**src/rtl/fiv_pkg.sv**
```systemverilog
// ----------------------------------------------------------------------------
// fiv_pkg
// Shared types, constants and tables for the firmware image verifier.
// ----------------------------------------------------------------------------
package fiv_pkg;

	typedef enum logic [2:0] {
		VER_OK     = 3'd0,
		VER_TRUNC  = 3'd1,
		VER_TYPE   = 3'd2,
		VER_CRC    = 3'd3,
		VER_BOUNDS = 3'd4,
		VER_FS     = 3'd5,
		VER_MD5    = 3'd6
	} verdict_t;

	typedef enum logic {
		TS_RUN,
		TS_FINISH
	} top_state_t;

	typedef enum logic [2:0] {
		MD_FEED,
		MD_PAD80,
		MD_PADZ,
		MD_PADLEN,
		MD_DRAIN
	} md5_state_t;

	typedef struct packed {
		logic ready;
		logic done;
	} md5_stat_t;

	localparam logic [23:0] POS_MAX    = 24'hFFFFFF;
	localparam logic [23:0] HDR_LEN    = 24'd572;
	localparam logic [23:0] MIN_LEN    = 24'd668;
	localparam logic [23:0] CRC_END    = 24'd568;
	localparam logic [23:0] HASH_START = 24'd588;
	localparam logic [31:0] HDR_LEN_W  = 32'd572;
	localparam logic [31:0] LOAD_WORD  = 32'd524;
	localparam logic [31:0] SIG_WORD   = 32'haa550606;
	localparam logic [31:0] CRC_POLY   = 32'hedb88320;
	localparam logic [31:0] PAGE_BYTES = 32'd4096;
	localparam logic [63:0] USED_MIN   = 64'd96;

	// magic string, character 0 in the low byte
	localparam logic [127:0] MAGIC = 128'h3732313038312d302e31564557534b5a;
	localparam logic [31:0] FS_MAGIC = 32'h73717368;

	localparam logic [31:0] MD5_A0 = 32'h67452301;
	localparam logic [31:0] MD5_B0 = 32'hefcdab89;
	localparam logic [31:0] MD5_C0 = 32'h98badcfe;
	localparam logic [31:0] MD5_D0 = 32'h10325476;

	localparam logic [31:0] MD5_K [0:63] = '{
		32'hd76aa478, 32'he8c7b756, 32'h242070db, 32'hc1bdceee,
		32'hf57c0faf, 32'h4787c62a, 32'ha8304613, 32'hfd469501,
		32'h698098d8, 32'h8b44f7af, 32'hffff5bb1, 32'h895cd7be,
		32'h6b901122, 32'hfd987193, 32'ha679438e, 32'h49b40821,
		32'hf61e2562, 32'hc040b340, 32'h265e5a51, 32'he9b6c7aa,
		32'hd62f105d, 32'h02441453, 32'hd8a1e681, 32'he7d3fbc8,
		32'h21e1cde6, 32'hc33707d6, 32'hf4d50d87, 32'h455a14ed,
		32'ha9e3e905, 32'hfcefa3f8, 32'h676f02d9, 32'h8d2a4c8a,
		32'hfffa3942, 32'h8771f681, 32'h6d9d6122, 32'hfde5380c,
		32'ha4beea44, 32'h4bdecfa9, 32'hf6bb4b60, 32'hbebfbc70,
		32'h289b7ec6, 32'heaa127fa, 32'hd4ef3085, 32'h04881d05,
		32'hd9d4d039, 32'he6db99e5, 32'h1fa27cf8, 32'hc4ac5665,
		32'hf4292244, 32'h432aff97, 32'hab9423a7, 32'hfc93a039,
		32'h655b59c3, 32'h8f0ccc92, 32'hffeff47d, 32'h85845dd1,
		32'h6fa87e4f, 32'hfe2ce6e0, 32'ha3014314, 32'h4e0811a1,
		32'hf7537e82, 32'hbd3af235, 32'h2ad7d2bb, 32'heb86d391
	};

	localparam logic [4:0] MD5_ROT [0:15] = '{
		5'd7, 5'd12, 5'd17, 5'd22, 5'd5, 5'd9, 5'd14, 5'd20,
		5'd4, 5'd11, 5'd16, 5'd23, 5'd6, 5'd10, 5'd15, 5'd21
	};

	function automatic logic [31:0] crc_byte(input logic [31:0] crc, input logic [7:0] b);
		logic [31:0] c;
		c = crc ^ {24'd0, b};
		for (int k = 0; k < 8; k++) begin
			c = (c >> 1) ^ (c[0] ? CRC_POLY : 32'd0);
		end
		return c;
	endfunction

	function automatic logic [3:0] md5_g(input logic [5:0] i);
		logic [3:0] r;
		unique case (i[5:4])
			2'd0: r = i[3:0];
			2'd1: r = 4'(i[3:0] * 4'd5 + 4'd1);
			2'd2: r = 4'(i[3:0] * 4'd3 + 4'd5);
			default: r = 4'(i[3:0] * 4'd7);
		endcase
		return r;
	endfunction

endpackage

```
**src/rtl/firmware_image_verifier.sv**
```systemverilog
// ----------------------------------------------------------------------------
// firmware_image_verifier
// Checks an update image streamed one byte per request: header fields,
// header CRC-32, size bounds, file-system superblock and payload MD5.
//
// Input stream: one image byte per request in tdata, tlast on the final byte.
// Output stream: one verdict per image, status and payload size in tdata.
// While the image streams in, one byte is taken every cycle as long as the
// MD5 unit has a free buffer; header fields and the CRC update in the cycle
// the byte is taken, and MD5 compresses a filled 64-byte block while the
// other buffer fills. After tlast the MD5 unit appends padding and length
// (one byte a cycle while a buffer is free) and finishes the last blocks;
// the verdict then loads into the output register when the output register
// is free. No input is taken from tlast until the verdict is loaded.
// A verdict held by a stalled receiver does not block the next image, but
// that image's verdict waits until the held one is taken.
// Reset clears all checks and returns to expecting byte zero of an image;
// after each verdict the block returns to the same state.
// ----------------------------------------------------------------------------
module firmware_image_verifier import fiv_pkg::*; #(
	parameter int MAX_IMAGE_BYTES = 8388608
) (
	input  logic        clk,
	input  logic        arst_n,
	input  logic        s_axis_tvalid,
	output logic        s_axis_tready,
	input  logic [7:0]  s_axis_tdata,   // [7:0] data_byte
	input  logic        s_axis_tlast,   // last_byte
	output logic        m_axis_tvalid,
	input  logic        m_axis_tready,
	output logic [39:0] m_axis_tdata    // [2:0] status, [34:3] image_size
);

	top_state_t  st_q;
	logic [23:0] pos_q;
	logic [31:0] crc_q;
	logic [63:0] fs_q;
	logic        type_ok_q;
	logic [31:0] hcrc_q;
	logic [31:0] hlen_q;
	logic [31:0] size_q;
	logic        fsok_q;
	logic [63:0] used_q;
	logic [7:0]  dig_q [0:15];
	logic        over_q;
	logic        m_valid_q;
	logic [39:0] m_data_q;

	top_state_t   st_d;
	logic         acc;
	logic [7:0]   b;
	logic [63:0]  fs_n;
	logic [31:0]  w;
	logic [23:0]  doff;
	logic         feed;
	logic         emit;
	md5_stat_t    mstat;
	logic [127:0] digest;
	logic [127:0] expect_dig;
	verdict_t     vd;
	logic         bounds_bad;

	assign s_axis_tready = (st_q == TS_RUN) && mstat.ready;
	assign acc  = s_axis_tvalid && s_axis_tready;
	assign b    = s_axis_tdata;
	assign fs_n = {b, fs_q[63:8]};
	assign w    = fs_n[63:32];
	assign doff = pos_q - HDR_LEN;
	assign feed = acc && ((pos_q >= 24'd32 && pos_q < 24'd48) || pos_q >= HASH_START);
	assign emit = (st_q == TS_FINISH) && mstat.done && !m_valid_q;

	assign m_axis_tvalid = m_valid_q;
	assign m_axis_tdata  = m_data_q;

	fiv_md5 u_md5 (
		.clk       (clk),
		.arst_n    (arst_n),
		.feed      (feed),
		.feed_byte (b),
		.finish    (acc && s_axis_tlast),
		.clear     (emit),
		.stat      (mstat),
		.digest    (digest)
	);

	always_comb begin
		for (int i = 0; i < 16; i++) begin
			expect_dig[8*i +: 8] = dig_q[i];
		end
		bounds_bad = (hlen_q != HDR_LEN_W) || (size_q < PAGE_BYTES)
			|| (size_q > 32'(MAX_IMAGE_BYTES)) || (size_q[11:0] != 12'd0) || over_q
			|| ({9'd0, pos_q} != ({1'b0, size_q} + 33'(HDR_LEN)));
		if (!over_q && pos_q < MIN_LEN) begin
			vd = VER_TRUNC;
		end else if (!type_ok_q) begin
			vd = VER_TYPE;
		end else if (~crc_q != hcrc_q) begin
			vd = VER_CRC;
		end else if (bounds_bad) begin
			vd = VER_BOUNDS;
		end else if (!fsok_q || used_q < USED_MIN || used_q > {32'd0, size_q}) begin
			vd = VER_FS;
		end else if (digest != expect_dig) begin
			vd = VER_MD5;
		end else begin
			vd = VER_OK;
		end
	end

	always_comb begin
		st_d = st_q;
		unique case (st_q)
			TS_RUN: begin
				if (acc && s_axis_tlast) st_d = TS_FINISH;
			end
			TS_FINISH: begin
				if (emit) st_d = TS_RUN;
			end
		endcase
	end

	always_ff @(posedge clk or negedge arst_n) begin
		if (!arst_n) begin
			st_q <= TS_RUN;
			m_valid_q <= 1'b0;
		end else begin
			st_q <= st_d;
			if (emit) m_valid_q <= 1'b1;
			else if (m_valid_q && m_axis_tready) m_valid_q <= 1'b0;
		end
	end

	always_ff @(posedge clk) begin
		if (emit) begin
			m_data_q <= {5'd0, size_q, vd};
		end
	end

	always_ff @(posedge clk or negedge arst_n) begin
		if (!arst_n) begin
			pos_q <= '0;
			crc_q <= '1;
			fs_q <= '0;
			type_ok_q <= 1'b1;
			hcrc_q <= '0;
			hlen_q <= '0;
			size_q <= '0;
			fsok_q <= 1'b1;
			used_q <= '0;
			over_q <= 1'b0;
		end else if (emit) begin
			pos_q <= '0;
			crc_q <= '1;
			fs_q <= '0;
			type_ok_q <= 1'b1;
			hcrc_q <= '0;
			hlen_q <= '0;
			size_q <= '0;
			fsok_q <= 1'b1;
			used_q <= '0;
			over_q <= 1'b0;
		end else if (acc) begin
			if (pos_q == POS_MAX) over_q <= 1'b1;
			else pos_q <= pos_q + 24'd1;
			fs_q <= fs_n;
			if (pos_q < CRC_END) crc_q <= crc_byte(crc_q, b);
			if (pos_q < 24'd16) begin
				if (b != MAGIC[8*pos_q[3:0] +: 8]) type_ok_q <= 1'b0;
			end else if (pos_q == 24'd16 || pos_q == 24'd18) begin
				if (b != 8'd48) type_ok_q <= 1'b0;
			end else if (pos_q == 24'd17) begin
				if (b != 8'd1) type_ok_q <= 1'b0;
			end else if (pos_q == 24'd20) begin
				if (b != 8'd3) type_ok_q <= 1'b0;
			end else if (pos_q == 24'd27) begin
				hlen_q <= w;
			end else if (pos_q == 24'd31) begin
				size_q <= w;
			end else if (pos_q >= 24'd32 && pos_q < 24'd36) begin
				if (b != FS_MAGIC[8*pos_q[1:0] +: 8]) fsok_q <= 1'b0;
			end else if (pos_q == 24'd51) begin
				if (w != LOAD_WORD) type_ok_q <= 1'b0;
			end else if (pos_q == 24'd56) begin
				if (w != SIG_WORD) type_ok_q <= 1'b0;
			end else if (pos_q == 24'd571) begin
				hcrc_q <= w;
			end else if (pos_q == 24'd619) begin
				used_q <= fs_n;
			end
		end
	end

	// expected digest bytes 572..587
	always_ff @(posedge clk) begin
		if (acc && pos_q >= HDR_LEN && pos_q < HASH_START) begin
			dig_q[doff[3:0]] <= b;
		end
	end

endmodule

```
**src/rtl/fiv_md5.sv**
```systemverilog
// ----------------------------------------------------------------------------
// fiv_md5
// Streaming MD5: double-buffered 64-byte blocks, one round per cycle,
// padding and length append on finish.
// ----------------------------------------------------------------------------
module fiv_md5 import fiv_pkg::*; (
	input  logic         clk,
	input  logic         arst_n,
	input  logic         feed,
	input  logic [7:0]   feed_byte,
	input  logic         finish,
	input  logic         clear,
	output md5_stat_t    stat,
	output logic [127:0] digest
);

	md5_state_t  mst_q;
	logic [60:0] cnt_q;
	logic [60:0] len_q;
	logic [31:0] buf_q [0:31];
	logic [1:0]  full_q;
	logic        ebank_q;
	logic [5:0]  rnd_q;
	logic [31:0] a_q, b_q, c_q, d_q;
	logic [31:0] h0_q, h1_q, h2_q, h3_q;

	md5_state_t  mst_d;
	logic [1:0]  full_d;
	logic        wr_bank;
	logic        wr_en;
	logic [7:0]  wr_byte;
	logic [63:0] len_bits;
	logic        run;
	logic [31:0] av, bv, cv, dv, f, t, nb, m;
	logic [63:0] tt;
	logic [3:0]  g;

	assign wr_bank  = cnt_q[6];
	assign len_bits = {len_q, 3'b000};
	assign stat.ready = !full_q[wr_bank];
	assign stat.done  = (mst_q == MD_DRAIN) && (full_q == 2'b00);
	assign digest = {h3_q, h2_q, h1_q, h0_q};

	always_comb begin
		wr_en = 1'b0;
		wr_byte = 8'h00;
		mst_d = mst_q;
		unique case (mst_q)
			MD_FEED: begin
				wr_en = feed;
				wr_byte = feed_byte;
				if (finish) mst_d = MD_PAD80;
			end
			MD_PAD80: begin
				wr_en = stat.ready;
				wr_byte = 8'h80;
				if (wr_en) mst_d = (cnt_q[5:0] == 6'd55) ? MD_PADLEN : MD_PADZ;
			end
			MD_PADZ: begin
				wr_en = stat.ready;
				if (wr_en && cnt_q[5:0] == 6'd55) mst_d = MD_PADLEN;
			end
			MD_PADLEN: begin
				wr_en = stat.ready;
				wr_byte = len_bits[8*cnt_q[2:0] +: 8];
				if (wr_en && cnt_q[5:0] == 6'd63) mst_d = MD_DRAIN;
			end
			default: begin
				wr_en = 1'b0;
			end
		endcase
		if (clear) mst_d = MD_FEED;
	end

	// round datapath
	assign run = full_q[ebank_q];
	assign g = md5_g(rnd_q);
	assign m = buf_q[{ebank_q, g}];

	always_comb begin
		if (rnd_q == 6'd0) begin
			av = h0_q; bv = h1_q; cv = h2_q; dv = h3_q;
		end else begin
			av = a_q; bv = b_q; cv = c_q; dv = d_q;
		end
		case (rnd_q[5:4])
			2'd0: f = (bv & cv) | (~bv & dv);
			2'd1: f = (dv & bv) | (~dv & cv);
			2'd2: f = bv ^ cv ^ dv;
			default: f = cv ^ (bv | ~dv);
		endcase
		t = f + av + MD5_K[rnd_q] + m;
		tt = {t, t} << MD5_ROT[{rnd_q[5:4], rnd_q[1:0]}];
		nb = bv + tt[63:32];
	end

	always_comb begin
		full_d = full_q;
		if (wr_en && cnt_q[5:0] == 6'd63) full_d[wr_bank] = 1'b1;
		if (run && rnd_q == 6'd63) full_d[ebank_q] = 1'b0;
	end

	always_ff @(posedge clk or negedge arst_n) begin
		if (!arst_n) begin
			mst_q <= MD_FEED;
		end else begin
			mst_q <= mst_d;
		end
	end

	always_ff @(posedge clk or negedge arst_n) begin
		if (!arst_n) begin
			cnt_q <= '0;
			len_q <= '0;
			full_q <= 2'b00;
			ebank_q <= 1'b0;
			rnd_q <= '0;
			h0_q <= MD5_A0;
			h1_q <= MD5_B0;
			h2_q <= MD5_C0;
			h3_q <= MD5_D0;
		end else if (clear) begin
			cnt_q <= '0;
			len_q <= '0;
			ebank_q <= 1'b0;
			h0_q <= MD5_A0;
			h1_q <= MD5_B0;
			h2_q <= MD5_C0;
			h3_q <= MD5_D0;
		end else begin
			if (wr_en) begin
				cnt_q <= cnt_q + 61'd1;
			end
			if (mst_q == MD_PAD80 && wr_en) begin
				len_q <= cnt_q;
			end
			full_q <= full_d;
			if (run) begin
				rnd_q <= rnd_q + 6'd1;
				if (rnd_q == 6'd63) begin
					ebank_q <= !ebank_q;
					h0_q <= h0_q + dv;
					h1_q <= h1_q + nb;
					h2_q <= h2_q + bv;
					h3_q <= h3_q + cv;
				end
			end
		end
	end

	always_ff @(posedge clk) begin
		if (wr_en) begin
			buf_q[{wr_bank, cnt_q[5:2]}][8*cnt_q[1:0] +: 8] <= wr_byte;
		end
		if (run) begin
			a_q <= dv;
			b_q <= nb;
			c_q <= bv;
			d_q <= cv;
		end
	end

	assert property (@(posedge clk) disable iff (!arst_n) wr_en |-> !full_q[wr_bank])
		else $error("write into a block still being compressed");
	assert property (@(posedge clk) disable iff (!arst_n) !full_q[ebank_q] |-> rnd_q == 6'd0)
		else $error("round counter moved with no block pending");
	assert property (@(posedge clk) disable iff (!arst_n) full_q[!ebank_q] |-> full_q[ebank_q])
		else $error("blocks compressed out of order");

endmodule
```
**config.mk**
```make
export PLATFORM = sky130hd
export DESIGN_NAME = firmware_image_verifier
export DESIGN_NICKNAME = d
export VERILOG_FILES = /design/src/rtl/fiv_pkg.sv /design/src/rtl/firmware_image_verifier.sv /design/src/rtl/fiv_md5.sv
export SDC_FILE = /design/constraint.sdc
export NUM_CORES = 2
export LEC_CHECK = 0
export BUFFER_PORTS_ARGS = -buffer_cell sky130_fd_sc_hd__buf_2
export CORE_MARGIN = 2
export CORE_UTILIZATION = 30
export DETAILED_ROUTE_END_ITERATION = 7
export SLEW_MARGIN = 10
export SYNTH_ARGS = -nofsm -noshare
export SYNTH_HDL_FRONTEND = slang
export SYNTH_SLANG_ARGS = --single-unit
```
**constraint.sdc**
```tcl
create_clock -name clk -period 40.8 [get_ports clk]
set_input_delay 4.08 -clock clk [delete_from_list [all_inputs] [get_ports clk]]
set_output_delay 4.08 -clock clk [all_outputs]
set_load 0.01 [all_outputs]
```
==> flow_summary.html <==
<table>
<tr><th>Metric</th><th>Value</th></tr>
<tr><th colspan="2">Floorplanning</th></tr>
<tr><td>Starting density of the core</td><td>0.301</td></tr>
<tr><td>Placeable Area</td><td>0.312 mm^2</td></tr>
<tr><td>Die width</td><td>564 um</td></tr>
<tr><td>Die outline area</td><td>0.318 mm^2</td></tr>
<tr><td>Die Span Y</td><td>564 um</td></tr>
<tr><td>Rows</td><td>205</td></tr>
<tr><td>Ports</td><td>55</td></tr>
<tr><th colspan="2">Timing</th></tr>
<tr><td>Setup repair after global routing missed its margin</td><td>no</td></tr>
<tr><td>Final setup fails</td><td>0</td></tr>
<tr><td>Layout Skew</td><td>0.124 ns</td></tr>
<tr><td>Final Hold Vio Count</td><td>0</td></tr>
<tr><td>Max Transition Viols Final</td><td>0</td></tr>
<tr><td>Setup TNS after final layout</td><td>0 ns</td></tr>
<tr><td>Time the final worst path needs with I/O delays and setup</td><td>16.57 ns</td></tr>
<tr><td>Pin slew with the least headroom to its limit</td><td>1.22 ns</td></tr>
<tr><td>Max transition margin</td><td>0.180</td></tr>
<tr><td>Final worst-path cycle share</td><td>0.406</td></tr>
<tr><td>Max Clock Freq</td><td>60.3 MHz</td></tr>
<tr><th colspan="2">Yosys</th></tr>
<tr><td>Main flop type after synthesis</td><td>sky130_fd_sc_hd__edfxtp_1</td></tr>
<tr><td>Proportion of synthesized chip area in sequential cells</td><td>0.565</td></tr>
<tr><td>Leading cell type by number of instances after synthesis</td><td>sky130_fd_sc_hd__edfxtp_1</td></tr>
<tr><td>Number of cells produced by synthesis</td><td>7594</td></tr>
<tr><td>Most frequent cells after synthesis</td><td>sky130_fd_sc_hd__edfxtp_1 (1315), sky130_fd_sc_hd__nand2_1 (809), sky130_fd_sc_hd__nor2_1 (525)</td></tr>
<tr><td>Number of warning messages in the yosys log</td><td>0</td></tr>
<tr><td>Largest cells by area after synthesis</td><td>sky130_fd_sc_hd__edfxtp_1 (42%), sky130_fd_sc_hd__dfrtp_1 (12%), sky130_fd_sc_hd__mux4_2 (7.3%)</td></tr>
<tr><td>Avg Inst Size Synth</td><td>12.4 um^2</td></tr>
<tr><td>Top cell type by total area after synthesis</td><td>sky130_fd_sc_hd__edfxtp_1</td></tr>
<tr><td>Async SR Flop Fraction</td><td>0.291</td></tr>
<tr><td>Number of enable flip-flop cells after synthesis</td><td>1315</td></tr>
<tr><td>Flip-flop and latch count after synthesis</td><td>1854</td></tr>
<tr><td>Distinct cell type count after synthesis</td><td>90</td></tr>
<tr><td>Area share of the largest cell type after synthesis</td><td>0.420</td></tr>
<tr><td>Cell area after synthesis</td><td>0.0939 mm^2</td></tr>
<tr><th colspan="2">Power and ir drop</th></tr>
<tr><td>Power per Cell Area</td><td>40.1 mW/mm^2</td></tr>
<tr><td>Leakage power figure</td><td>36.8 nW</td></tr>
<tr><td>IR drop worst, VDD</td><td>0.0372 mV</td></tr>
<tr><th colspan="2">Hold path</th></tr>
<tr><td>Worst Hold Class</td><td>reg -&gt; reg</td></tr>
<tr><th colspan="2">Clock tree</th></tr>
<tr><td>Number of buffers created by CTS</td><td>206</td></tr>
<tr><td>Clock transition at the registers of the reported paths</td><td>0.06 ns</td></tr>
<tr><td>Hold buffer count at CTS</td><td>0</td></tr>
<tr><td>CTS tree</td><td>yes</td></tr>
<tr><td>Post-cts repair resize count</td><td>0</td></tr>
<tr><td>Clk Tree Root Cell</td><td>sky130_fd_sc_hd__clkbuf_16</td></tr>
<tr><td>Number of levels in the clock H-tree</td><td>4</td></tr>
<tr><td>CTS Sinks</td><td>1854</td></tr>
<tr><td>Clock buffer depth</td><td>4</td></tr>
<tr><td>Worst-Skew Late Latency</td><td>0.94 ns</td></tr>
<tr><td>Post-CTS Repair Setup Buffers</td><td>0</td></tr>
<tr><th colspan="2">Global routing</th></tr>
<tr><td>Largest net degree at the start of global routing</td><td>149</td></tr>
<tr><td>Wire length of the first global-routing pass</td><td>428 mm</td></tr>
<tr><td>Total overflow reported by the global router</td><td>0</td></tr>
<tr><td>Antenna violations before repair</td><td>7</td></tr>
<tr><td>Number of global-route vias before repair</td><td>62031</td></tr>
<tr><td>GRT Util Overall</td><td>0.180</td></tr>
<tr><th colspan="2">Critical path</th></tr>
<tr><td>Data arrival time of the critical path</td><td>17.37 ns</td></tr>
<tr><td>Critical path's most frequent cell</td><td>sky130_fd_sc_hd__a21oi_1</td></tr>
<tr><td>Reg-to-reg slack, setup</td><td>24.23 ns</td></tr>
<tr><td>Largest driver fanout on the critical path</td><td>52</td></tr>
<tr><td>Critical Path Start Type</td><td>flip-flop</td></tr>
<tr><td>Crit Path Category</td><td>reg -&gt; reg</td></tr>
<tr><td>Critical Path End Type</td><td>flip-flop</td></tr>
<tr><td>Worst Path Required</td><td>41.60 ns</td></tr>
<tr><td>Crit-path slowest cell</td><td>sky130_fd_sc_hd__buf_4</td></tr>
<tr><td>Max incr delay on CP</td><td>0.90 ns</td></tr>
<tr><th colspan="2">Drt</th></tr>
<tr><td>Total wirelength of the detailed-routed design</td><td>293 mm</td></tr>
<tr><td>DR WL/cell</td><td>24.6 um</td></tr>
<tr><td>Vias per std cell</td><td>5.38</td></tr>
<tr><td>Iteration-0 DRC count of the detailed router</td><td>7701</td></tr>
<tr><td>DRC errors left</td><td>0</td></tr>
<tr><td>Count of nets left with antenna violations after detail routing</td><td>0</td></tr>
<tr><td>Vias</td><td>63957</td></tr>
<tr><td>Number of detailed-routing iterations run before antenna repair</td><td>6</td></tr>
<tr><th colspan="2">Cells and area</th></tr>
<tr><td>Register area</td><td>0.0531 mm^2</td></tr>
<tr><td>Area taken by multi-input logic gates</td><td>0.0385 mm^2</td></tr>
<tr><td>Total of fill cells in the finished design</td><td>30322</td></tr>
<tr><td>Synth-to-Final Area Change</td><td>12.6%</td></tr>
<tr><td>Nets</td><td>7921</td></tr>
<tr><td>Finished Core Util</td><td>0.339</td></tr>
<tr><td>Share of layout cells above drive strength 1</td><td>0.136</td></tr>
<tr><th colspan="2">Place</th></tr>
<tr><td>Count of input and output buffers</td><td>49</td></tr>
<tr><td>HPWL after DPL</td><td>203 mm</td></tr>
<tr><td>Routability Congestion</td><td>0.931</td></tr>
<tr><th colspan="2">Job</th></tr>
<tr><td>Max capacitance violation total</td><td>0</td></tr>
<tr><th colspan="2">Run status</th></tr>
<tr><td>Status</td><td>finished, final reports clean</td></tr>
</table>
[worst max-delay path: cells and delay by family, from the launching register on]
family	cells	cell delay [ns]
AOI/OAI and AO/OA	31	6.67
adders and majority gates	7	3.16
buffers and inverters	8	3.06
muxes	3	1.02
and+or+nand+nor	6	1.02
DFF	1	0.76
xor gates and xnor gates	4	0.73
[power breakdown]
group	leakage, nW	internal, W	switching (W)
sequential	16.7	0.00205	0.0000478
clock	3.23	0.00107	0.000782
combinational	16.8	0.000117	0.000176
total	36.8	0.00323	0.00101
[cells by family (layout without fill, tap and decap cells)]
group / after synthesis / count (layout) / share of synthesized area
fa+ha+maj: 360 / 360 / 0.0528
other cells: 1 / 9 / 0.0000399
compound gates: 1443 / 1443 / 0.0936
buf+inv: 679 / 824 / 0.0276
mux: 660 / 660 / 0.112
simple gates: 2070 / 2070 / 0.0991
xor+xnor: 527 / 527 / 0.0495
flops: 1854 / 1854 / 0.565
[path summary, 6_finish.rpt]
kind,cells past startpoint,from,to
max in group asynchronous,6,arst_n,u_md5.cnt_q[22]
min in group asynchronous,1,arst_n,hcrc_q[22]
worst max-delay path,59,u_md5.rnd_q[1],u_md5.h1_q[31]
worst min-delay path,2,fsok_q,fsok_q
worst min register to register,2,fsok_q,fsok_q
worst max register to register,59,u_md5.rnd_q[1],u_md5.h1_q[31]
[metal layers]
layer  GRT usage  vias up  part of all wire
met1       0.252    32621              0.43
met3      0.0255      534             0.071
li1            -    28141                 -
met5           0        -                 0
met4      0.0746        0             0.045
met2       0.278     2661              0.45
[registers in the layout (all words and copies together) (netlist names), 35 cells and up]
name	flops
u_md5.len_q	61
u_md5.cnt_q	61
m_axis_tdata	35
fs_q	56
used_q	64
dig_q	128
u_md5.buf_q	1024
[placed cells by master, fill, tap and decap left out, drive strengths merged, types with 64 or more instances in the layout]
cell type	n
nand4	69
mux4	306
a21oi	437
o211ai	65
fa	70
clkbuf	265
nor3	111
edfxtp	1315
nor2	525
o21ai	480
ha	262
clkinv	80
mux2i	277
nor4	73
nand3	228
mux2	77
dfrtp	441
xnor2	317
buf	183
inv	274
nand2	809
a22o	64
dfstp	98
xor2	209
[stage by stage]
step	std cells	setup slack [ns]	instance area [um^2]	hold WS [ns]	total power, W
CTS	11882	24.37	106000	0.471	0.00426
global placement	11507	24.49	99100	0.457	0.00242
detailed placement	11507	24.47	99100	0.462	0.00242
floorplan	7598	27.15	94000	0.423	0.00233
finish	11887	24.23	106000	0.467	0.00424
global route	11884	23.12	106000	0.508	0.00437
[final cells by class]
cell class | instances | area share
Multi-Input combinational cell | 5065 | 0.364
Clock buffer | 265 | 0.0524
Clock inverter | 110 | 0.00987
Antenna cell | 4 | 0.0000946
Tap cell | 4140 | 0.0490
Timing Repair Buffer | 183 | 0.0126
Inverter | 266 | 0.00952
Sequential cell | 1854 | 0.502
(Power assumes the default switching activity.)
